**config.mk**
```make
export PLATFORM = sky130hd
export DESIGN_NAME = ddo_front
export DESIGN_NICKNAME = d
export VERILOG_FILES = /design/src/ddo_pkg.sv /design/src/ddo_front.sv
export SDC_FILE = /design/constraint.sdc
export NUM_CORES = 1
export LEC_CHECK = 0
export ABC_AREA = 1
export BUFFER_PORTS_ARGS = -buffer_cell sky130_fd_sc_hd__buf_2
export CORE_AREA = 2 2 197 199
export DETAILED_ROUTE_END_ITERATION = 10
export DIE_AREA = 0 0 199 201
export GPL_ROUTABILITY_DRIVEN = 0
export PLACE_DENSITY_LB_ADDON = 0.05
export SKIP_CTS_REPAIR_TIMING = 1
export SYNTH_ARGS = -nofsm -noshare
export SYNTH_HDL_FRONTEND = slang
export SYNTH_SLANG_ARGS = --single-unit
export TNS_END_PERCENT = 50
```
**constraint.sdc**
```tcl
create_clock -name clock -period 3.62 [get_ports clock]
set_input_delay 0.724 -clock clock [delete_from_list [all_inputs] [get_ports clock]]
set_output_delay 0.724 -clock clock [all_outputs]
set_load 0.03 [all_outputs]
```
**src/ddo_pkg.sv**
```systemverilog
// Package for the differential-drive odometry block: payload types, constants
// and the CORDIC arctangent table. It depends on nothing else.
`timescale 1ns / 1ps
package ddo_pkg;

   localparam int CORDIC_STEPS  = 24;
   localparam int POS_FRAC_BITS = 16;
   localparam int STEP_W        = $clog2(CORDIC_STEPS + 1);

   localparam logic [31:0] KINV_Q30 = 32'd652032874;

   localparam logic [2:0] CSR_DIST_PER_PULSE = 3'd0;
   localparam logic [2:0] CSR_ANGLE_PER_MM   = 3'd1;
   localparam logic [2:0] CSR_START_X        = 3'd2;
   localparam logic [2:0] CSR_START_Y        = 3'd3;
   localparam logic [2:0] CSR_START_HEADING  = 3'd4;

   localparam logic [31:0] RST_DIST_PER_PULSE = 32'd623902;
   localparam logic [31:0] RST_ANGLE_PER_MM   = 32'd5258197;
   localparam logic [23:0] RST_START_X        = 24'd1200;
   localparam logic [23:0] RST_START_Y        = 24'd380;
   localparam logic [31:0] RST_START_HEADING  = 32'd1073741824;

   typedef struct packed {
      logic signed [31:0] right_count;
      logic signed [31:0] left_count;
   } req_type;

   typedef struct packed {
      logic signed [39:0] pos_x;
      logic signed [39:0] pos_y;
      logic [31:0]        heading;
      logic signed [31:0] step_x;
      logic signed [31:0] step_y;
      logic signed [31:0] step_angle;
   } rsp_type;

   // Count deltas handed from the front end to the back end.
   typedef struct packed {
      logic signed [32:0] sum;
      logic signed [32:0] diff;
   } delta_type;

   function automatic logic [31:0] atan_lookup(input logic [4:0] i);
      logic [31:0] r;
      begin
         case (i)
            5'd0: r = 32'd536870912;   5'd1: r = 32'd316933406;
            5'd2: r = 32'd167458907;   5'd3: r = 32'd85004756;
            5'd4: r = 32'd42667331;    5'd5: r = 32'd21354465;
            5'd6: r = 32'd10679838;    5'd7: r = 32'd5340245;
            5'd8: r = 32'd2670163;     5'd9: r = 32'd1335087;
            5'd10: r = 32'd667544;     5'd11: r = 32'd333772;
            5'd12: r = 32'd166886;     5'd13: r = 32'd83443;
            5'd14: r = 32'd41722;      5'd15: r = 32'd20861;
            5'd16: r = 32'd10430;      5'd17: r = 32'd5215;
            5'd18: r = 32'd2608;       5'd19: r = 32'd1304;
            5'd20: r = 32'd652;        5'd21: r = 32'd326;
            5'd22: r = 32'd163;        5'd23: r = 32'd81;
            5'd24: r = 32'd41;         5'd25: r = 32'd20;
            5'd26: r = 32'd10;         5'd27: r = 32'd5;
            5'd28: r = 32'd3;          5'd29: r = 32'd1;
            5'd30: r = 32'd1;
            default: r = 32'd0;
         endcase
         return r;
      end
   endfunction

endpackage

```
**src/ddo_front.sv**
```systemverilog
// Front end: takes encoder samples, forms wrapped count deltas, keeps the
// last counts and pushes deltas into a two-entry queue. Uses ddo_pkg.
`timescale 1ns / 1ps
module ddo_front (
   input  logic                 clock,
   input  logic                 reset,
   input  logic                 req_push,
   output logic                 req_full,
   input  ddo_pkg::req_type     req_data,
   output logic                 dq_valid,
   output ddo_pkg::delta_type   dq_data,
   input  logic                 dq_take
);

   logic [31:0] last_right_ff, last_right_in;
   logic [31:0] last_left_ff, last_left_in;
   ddo_pkg::delta_type q_ff [2];
   ddo_pkg::delta_type q_in [2];
   logic [1:0] cnt_ff, cnt_in;
   logic       acc;
   logic signed [31:0] dr, dl;
   ddo_pkg::delta_type d;

   assign req_full = (cnt_ff == 2'd2);
   assign acc      = req_push && !req_full;
   assign dq_valid = (cnt_ff != 2'd0);
   assign dq_data  = q_ff[0];

   always_comb begin
      dr = $signed(req_data.right_count - last_right_ff);
      dl = $signed(req_data.left_count - last_left_ff);
      d.sum  = 33'(dr) + 33'(dl);
      d.diff = 33'(dr) - 33'(dl);
      last_right_in = acc ? req_data.right_count : last_right_ff;
      last_left_in  = acc ? req_data.left_count  : last_left_ff;
      q_in = q_ff;
      cnt_in = cnt_ff;
      if (dq_take && dq_valid) begin
         q_in[0] = q_ff[1];
         cnt_in  = cnt_in - 2'd1;
      end
      if (acc) begin
         q_in[cnt_in[0]] = d;
         cnt_in = cnt_in + 2'd1;
      end
   end

   always_ff @(posedge clock) begin
      if (reset) begin
         last_right_ff <= '0;
         last_left_ff  <= '0;
         cnt_ff        <= '0;
      end else begin
         last_right_ff <= last_right_in;
         last_left_ff  <= last_left_in;
         cnt_ff        <= cnt_in;
      end
      q_ff <= q_in;
   end

endmodule

```
Word-level counts from Yosys, hierarchy flattened:

Index checks and enable logic that the tools add are counted.

* register bits after elaboration: 198
* latch bits: 0
* bits in writable memories: 0
* memory bits (read-only): 0
* input port bits: 68
* output and inout port bits: 68
* logic and storage cells: 29
* memories: 0

* add/subtract/negate cells: 6
* multiply operators: 0
* div/mod/pow operators: 0
* $lt $le $gt $ge: 2
* equality and inequality tests: 1
* shift-type cells: 0
* multiplexer cells: 7
* bitwise operators: 1
* reduce and logical (&&, ||, !) cells: 5

Operator list (count)
* 132-bit bitwise mux: 1
* 132-bit two-way mux: 1
* 66-bit two-way mux: 2
* 66-bit demux with 1-bit select: 1
* 32-bit subtractor: 2
* 32-bit by 32-bit adder with 33-bit output: 1
* 32-bit by 32-bit subtractor with 33-bit output: 1
* 2-bit two-way mux: 2
* 1-bit logical AND: 3
* 2-bit by 1-bit adder with 2-bit output (second input constant): 1
* 2-bit equality test (second input constant): 1
* 2-bit greater-or-equal comparator (second input constant): 1
* 2-bit by 1-bit less-than comparator with 1-bit output (second input constant): 1
* 1-bit NOT with 2-bit output: 1
* 2-bit nonzero test: 1
* 2-bit by 1-bit subtractor with 2-bit output (second input constant): 1
* 1-bit zero test: 1

Depth between registers and ports, before layout:

Gate-level depths: netlist of the first run.

* depth after elaboration: 10
* mapped depth: 28
* gate-level depth less buffers: 27

Least setup slack after synthesis of the first run:

Ideal clock, no wire load.

* path kind: input port to flip-flop
* start: input port req_data[0] in the netlist's numbering
* end: register (tool-made name)
* library setup time: 0.255 ns
* arrival time: 3.375 ns
* required time: 3.365 ns
* path slack: -0.009 ns
* stages on the path: 23
* path buffers: 1
* cells stage by stage: inv_1 > ha_1 > inv_1 > fa_1 > nand2_1 > nand2_1 > o21ai_2 > o21bai_1 > nand2_1 > nand2_1 > nand2_1 > nand2_1 > xor2_1 > ha_1 > buf_2 > nand2_1 > nor2_1 > nand2_1 > nor4_1 > nand2_1 > nand2_1 > nand2_1 > and2_1

RTL lines
* start: declaration: RTL line ddo_front.sv:9 `input ddo_pkg::req_type req_data,`

==> summary.md, run 1 <==
| Metric | Value |
|---|---|
| P_leak | `between 10 and 15 nW` |
| Cells after Synth | `between 2,000 and 3,000` |
| DRC Markers | `0` |
| Port Buffer Count | `between 100 and 150` |
| Post-layout nets | `3,228` |
| FF+latch count, synth | `197` |
| Syn_nets | `2,820` |
| Final antenna-violating net count | `0` |
| Worst VDD drop | `around 0.65 mV` |
| Status | `complete, no violations` |
| Final Cycle Share | `96.38%` |
| Final core occ | `between 50 and 60%` |
| Number of global-route vias before repair | `between 15,000 and 20,000` |
| Clock Path Buffers | `2` |
| Setup ws final | `approximately 130 ps` |
| GRT overflow | `0` |
| Top Usage Layer GRT | `met2` |
| Worst min path class | `reg2reg` |
| 1st-pass router iterations | `5` |
| Final hold violation count | `0` |
| CP max FO | `6` |
| Skew final | `14.19 ps` |
| # clock sinks | `a little under 200` |
| Final Slew Violations | `0` |
| First-pass GRT wire length | `between 80 and 90 mm` |
| Max cap viols | `0` |
| # IOs | `around 140` |
| Core area | `38,110 sq um` |
| Cell taking the most area after synthesis | `nand2_1` |
| Yosys warning count | `0` |
| Vias | `17,340` |
| Seq/Total Area, Yosys | `between 20% and 30%` |
| Tightest Pin Transition | `between 800 and 900 ps` |
| Critical path class | `in2reg` |
| Synth cell count leaders | `nand2_1, inv_1, nor2_1, nand3_1, dfxtp_1` |
| Worst endpoint required time | `3850 ps` |
| Initial drt markers | `just over 1,000` |
| Synth Area per Inst | `about 6.4 sq um` |
| Post-detailed-placement half-perimeter wirelength | `43.28 mm` |
| Startpoint Class | `primary input` |
| Total GRT Usage | `26.60%` |
| Inserted Clock Buffers | `17` |
| Die Area | `between 30,000 and 40,000 sq um` |
| Row count | `between 70 and 80` |
| Layout cells sized above 1 | `between 20% and 30%` |
| H-tree lvl count | `4` |
| Die width | `about 200 um` |
| Mapped Area | `16,790 sq um` |
| Clock transition at the registers of the reported paths | `approximately 80 ps` |
| Largest net degree at the start of global routing | `between 100 and 150` |
| Met1 Use GR | `37.15%` |
| Final setup vio count | `0` |
| Worst-skew pair later-pin latency | `~480 ps` |
| Area Growth Syn to Fin | `31.65%` |
| Root Buffer | `clkbuf_16` |
| Top FF cell, synth | `dfxtp_1` |
| RSZ-0062 raised after global routing | `true` |
| Slew headroom | `a little over two fifths` |
| Routing usage on met2 | `41.32%` |
| Min Clock Period, post-route | `roughly 3500 ps` |
| Crit end category | `register` |
| WP data arrival | `3720 ps` |
| Diode count | `0` |
| Avg Vias per Cell | `between 4 and 5` |
| Post-synth EDFFs | `between 60 and 70` |
| CTS tree | `yes` |
| Post-synth ARST share | `0%` |
| Most frequent cell after synthesis | `nand2_1` |
| Yosys top cell area share | `18.11%` |
| Initial Util | `44.05%` |
| GR Layer Usage met3 | `2.907%` |
| Peak Freq | `0.2866 GHz` |
| Unique masters post-synth | `44` |
| Die Height | `201 um` |
| Initial antenna violation count | `0` |
| Drt total wl | `about 53 mm` |
| PwrDens | `around 1100 nW/um^2` |
| Dpl ws | `-842.6 ps` |
| Wire per inst | `between 15 and 20 um` |
| Ranking of synthesized cells by area | `nand2_1, dfxtp_1, edfxtp_1` |
[cells in the final DEF (no fill, tap or decap), types with 7 or more instances in the layout]
master | Yosys | routed
a21oi_1 | 124 | 82
clkbuf_16 | 0 | 17
and2_1 | 33 | 33
inv_2 | 5 | 7
xor2_2 | 1 | 16
nand2_1 | 810 | 752
o21a_1 | 14 | 14
nor2_1 | 240 | 194
buf_4 | 67 | 392
nand3_2 | 0 | 9
o21ai_0 | 64 | 41
o21bai_1 | 15 | 11
dfxtp_1 | 132 | 132
nand4_1 | 9 | 9
nor3_2 | 0 | 9
ha_4 | 0 | 33
nor2_2 | 0 | 38
nand2_2 | 1 | 56
nor3_1 | 29 | 19
a21o_1 | 8 | 7
a211oi_1 | 62 | 62
edfxtp_1 | 65 | 65
o211ai_1 | 13 | 13
xor2_1 | 62 | 46
a21oi_2 | 0 | 39
buf_2 | 35 | 135
or2_2 | 13 | 13
nor2_4 | 1 | 9
nand3_1 | 156 | 147
xnor2_1 | 9 | 7
o21ai_1 | 2 | 21
ha_1 | 129 | 90
inv_1 | 430 | 427
a31oi_1 | 19 | 18
[critical path, cell delays in order]
cell,delay [ps]
buf_2,100
inv_1,70
ha_2,180
inv_2,40
fa_2,330
nand2_1,70
nand2_1,80
o21ai_4,130
o21bai_4,120
nand2_1,70
nand2_1,100
xor2_2,250
ha_4,270
nand2_2,100
inv_1,60
nand2_1,70
nand2_1,80
buf_4,150
a21oi_1,160
nand2_2,130
buf_4,150
xor2_1,140
buf_4,150
[worst paths after layout]
| kind | start | endpoint | slack, ps | cells after the start |
|---|---|---|---|---|
| worst min-delay path | last_left_ff[5]$_SDFFE_PP0P_ | last_left_ff[5]$_SDFFE_PP0P_ | 470 | 2 |
| worst max register to register | last_right_ff[14]$_SDFFE_PP0P_ | register | 170 | 20 |
| worst min register to register | last_left_ff[5]$_SDFFE_PP0P_ | last_left_ff[5]$_SDFFE_PP0P_ | 470 | 2 |
| worst max-delay path | req_data[0] | register | 130 | 23 |
[where the power goes]
group,total (mW),internal (mW),switching [mW]
logic,18.7,7.65,11.1
registers,4.03,3.70,0.328
clock network,1.92,0.915,1.01
total,24.6,12.3,12.4
[through the flow]
| stage | area (sq um) | TNS [ps] | cells | total power, mW | hold WS [ps] |
|---|---|---|---|---|---|
| final | 22100 | 0 | 3558 | 24.64 | 470.0 |
| after global routing | 22100 | -592.6 | 3558 | 26.76 | 493.3 |
| after CTS | 20770 | -3624 | 3551 | 22.98 | 472.8 |
| after detailed placement | 20200 | -49030 | 3519 | 21.00 | 457.3 |
| after global placement | 20200 | -44440 | 3519 | 20.80 | 454.3 |
| after floorplan | 16790 | -10.03 | 2619 | 14.46 | 443.0 |
[cells by family after synthesis]
| logic type | Yosys count | share of synthesized area [%] |
|---|---|---|
| muxes | 6 | 0.3578 |
| buffers and inverters | 577 | 14.89 |
| AOI/OAI and AO/OA | 329 | 11.75 |
| and+or+nand+nor | 1305 | 31.74 |
| DFF | 197 | 27.37 |
| adders and majority gates | 133 | 10.09 |
| xor gates and xnor gates | 72 | 3.801 |
[routing by layer]
layer	part of all wire (%)	vias to the layer above
met5	0	-
met4	3.5	0
met3	4.7	80
met2	44	442
met1	48	7840
li1	-	8978
[area by class of cell]
class                      instances  area (sq um)
sequential                       197          4594
inverter                         436          1638
multi-input combinational       1845         10980
clock inverter                    14         136.4
fill                            3801         16010
tap                              518         648.1
clock buffer                      18         429.2
timing repair buffer             530          3679
(Power assumes the default switching activity.)
==> run 2, diff against run 1 <==
BUFFER_PORTS_ARGS = not set   (was -buffer_cell sky130_fd_sc_hd__buf_2)
DONT_BUFFER_PORTS = 1   (was not set)
==> summary.md, run 2 (same netlist as run 1, synthesis figures left out) <==
| Metric | Value |
|---|---|
| GRT overflow | `0 (unchanged)` |
| Critical path class | `reg2reg (was in2reg)` |
| Startpoint Class | `register (was primary input)` |
| Tightest Pin Transition | `828.7 ps (was 848.0 ps)` |
| Initial Util | `44.05% (unchanged)` |
| WP data arrival | `3710 ps (was 3720 ps)` |
| # IOs | `136 (unchanged)` |
| Total power | `23.86 mW (was 24.64 mW)` |
| Port Buffer Count | `0 (was 135)` |
| Area Growth Syn to Fin | `25.86% (was 31.65%)` |
| Final antenna-violating net count | `0 (unchanged)` |
| Initial drt markers | `951 (was 1,027)` |
| Most frequent cells in the layout | `nand2_1, inv_1, buf_4 (unchanged)` |
| CP max FO | `6 (unchanged)` |
| Crit end category | `register (unchanged)` |
| Initial antenna violation count | `0 (unchanged)` |
| Worst reg2reg setup slack | `140 ps (was 170 ps)` |
| First-pass GRT wire length | `82.17 mm (was 83.30 mm)` |
| Largest net degree at the start of global routing | `90 (was 125)` |
| Clock transition at the registers of the reported paths | `80 ps (about the same)` |
| Cell mode on critical path | `nand2_1 (unchanged)` |
| CTS tree | `yes (unchanged)` |
| Drt total wl | `52.09 mm (was 53.42 mm)` |
| Root Buffer | `clkbuf_16 (unchanged)` |
| Die width | `199 um (unchanged)` |
| DRC Markers | `0 (unchanged)` |
| Number of global-route vias before repair | `15,750 (was 16,390)` |
| Worst endpoint required time | `3840 ps (was 3850 ps)` |
| H-tree lvl count | `4 (unchanged)` |
| Fin Hold WS | `323.4 ps (was 470.0 ps)` |
| Worst min path class | `in2reg (was reg2reg)` |
| Commonest non-fill, non-tap cell in the layout | `nand2_1 (unchanged)` |
| Crit-path cells | `inv_1 -> ha_1 -> buf_4 -> nand2_1 -> nor2_1 -> buf_4 -> inv_1 -> nor3_1 -> nand2_1 -> nand4_1 -> nand2_2 -> ha_4 -> nand2_1 -> inv_1 -> nand2_2 -> inv_2 -> nand2_1 -> nor3_1 -> nand2_1 -> nand2_1 -> nand2_1 -> and2_1 (was buf_2 -> inv_1 -> ha_2 -> inv_2 -> fa_2 -> nand2_1 -> nand2_1 -> o21ai_4 -> o21bai_4 -> nand2_1 -> nand2_1 -> xor2_2 -> ha_4 -> nand2_2 -> inv_1 -> nand2_1 -> nand2_1 -> buf_4 -> a21oi_1 -> nand2_2 -> buf_4 -> xor2_1 -> buf_4)` |
| Post-layout nets | `3,084 (was 3,228)` |
| Row count | `72 (unchanged)` |
| Final hold violation count | `0 (unchanged)` |
| Inserted Clock Buffers | `17 (unchanged)` |
| Worst VDD drop | `0.5962 mV (was 0.6487 mV)` |
| Fillcell total | `3,840 (was 3,801)` |
| PwrDens | `1129 nW/um^2 (was 1115 nW/um^2)` |
| Clock Path Buffers | `2 (unchanged)` |
| Worst-skew pair later-pin latency | `470 ps (was 480 ps)` |
| Final Slew Violations | `0 (unchanged)` |
| Register area | `4594 sq um (unchanged)` |
| # clock sinks | `197 (unchanged)` |
| P_leak | `10.64 nW (was 11.27 nW)` |
| RSZ-0062 raised after global routing | `true (unchanged)` |
| Total GRT Usage | `26.21% (was 26.60%)` |
| Final setup vio count | `0 (unchanged)` |
| Post-detailed-placement half-perimeter wirelength | `42.66 mm (was 43.28 mm)` |
| Core area | `38,110 sq um (unchanged)` |
| Die Area | `40,000 sq um (unchanged)` |
| Max incr delay on CP | `330 ps (about the same)` |
| Final Cycle Share | `96.25% (was 96.38%)` |
| Slew headroom | `44.76% (was 43.46%)` |
| Peak Freq | `0.2870 GHz (was 0.2866 GHz)` |
| Slowest CP cell | `ha_4 (was fa_2)` |
| 1st-pass router iterations | `6 (was 5)` |
| Diode count | `0 (unchanged)` |
| Avg Vias per Cell | `4.896 (was 4.874)` |
| Wire per inst | `15.26 um (was 15.01 um)` |
| Footprint of the multi-input gates | `10,760 sq um (was 10,980 sq um)` |
| Die Height | `201 um (unchanged)` |
| Min Clock Period, post-route | `3484 ps (was 3489 ps)` |
| Layout cells sized above 1 | `22.72% (was 27.17%)` |
| Max cap viols | `0 (unchanged)` |
| Status | `complete, no violations (unchanged)` |
| Skew final | `9.369 ps (was 14.19 ps)` |
| Vias | `16,720 (was 17,340)` |
## run 2: through the flow
stage	cells	util (%)	TNS, ps	setup slack, ps	instance area, sq um
floorplan	2619	-	-10.03	-9.321	16790
global placement	3377	51.01	-34900	-627.3	19440
detailed placement	3377	51.01	-36880	-635.1	19440
CTS	3409	52.55	-2970	-218.3	20030
global route	3414	55.45	-426.0	-57.88	21130
finish	3414	55.45	0	135.6	21130
## run 2: layout make-up
cell class | instances | share of cell area (%)
multi-input combinational | 1845 | 50.93
clock buffer | 18 | 2.031
inverter | 436 | 7.757
clock inverter | 14 | 0.7521
sequential | 197 | 21.74
timing repair buffer | 386 | 13.71
tap | 518 | 3.067
## run 2: routing by layer
layer  global-route usage, %  vias to the layer above  part of all wire (%)
met5                       0                        -                     0
met2                   42.25                      385                    44
met4                   7.303                        0                   2.3
li1                        -                     8696                     -
met1                   36.14                     7571                    48
met3                   4.200                       64                   5.3
## run 2: final timing paths
check	start	end	cells past startpoint
worst max register to register	last_right_ff[14]$_SDFFE_PP0P_	register	22
worst max-delay path	last_right_ff[14]$_SDFFE_PP0P_	register	22
worst min register to register	last_left_ff[22]$_SDFFE_PP0P_	last_left_ff[22]$_SDFFE_PP0P_	2
worst min-delay path	reset	last_left_ff[31]$_SDFFE_PP0P_	1
## run 2: critical path: cells and delay by family, from the launching register on
kind	cells	cell delay [ps]
buffers and inverters	6	540
adders and majority gates	2	650
and+or+nand+nor	14	1730
DFF	1	310
## run 2: where the power goes
part | internal [mW] | switching (mW)
clock network | 0.987 | 0.991
registers | 3.70 | 1.18
logic | 7.15 | 9.86
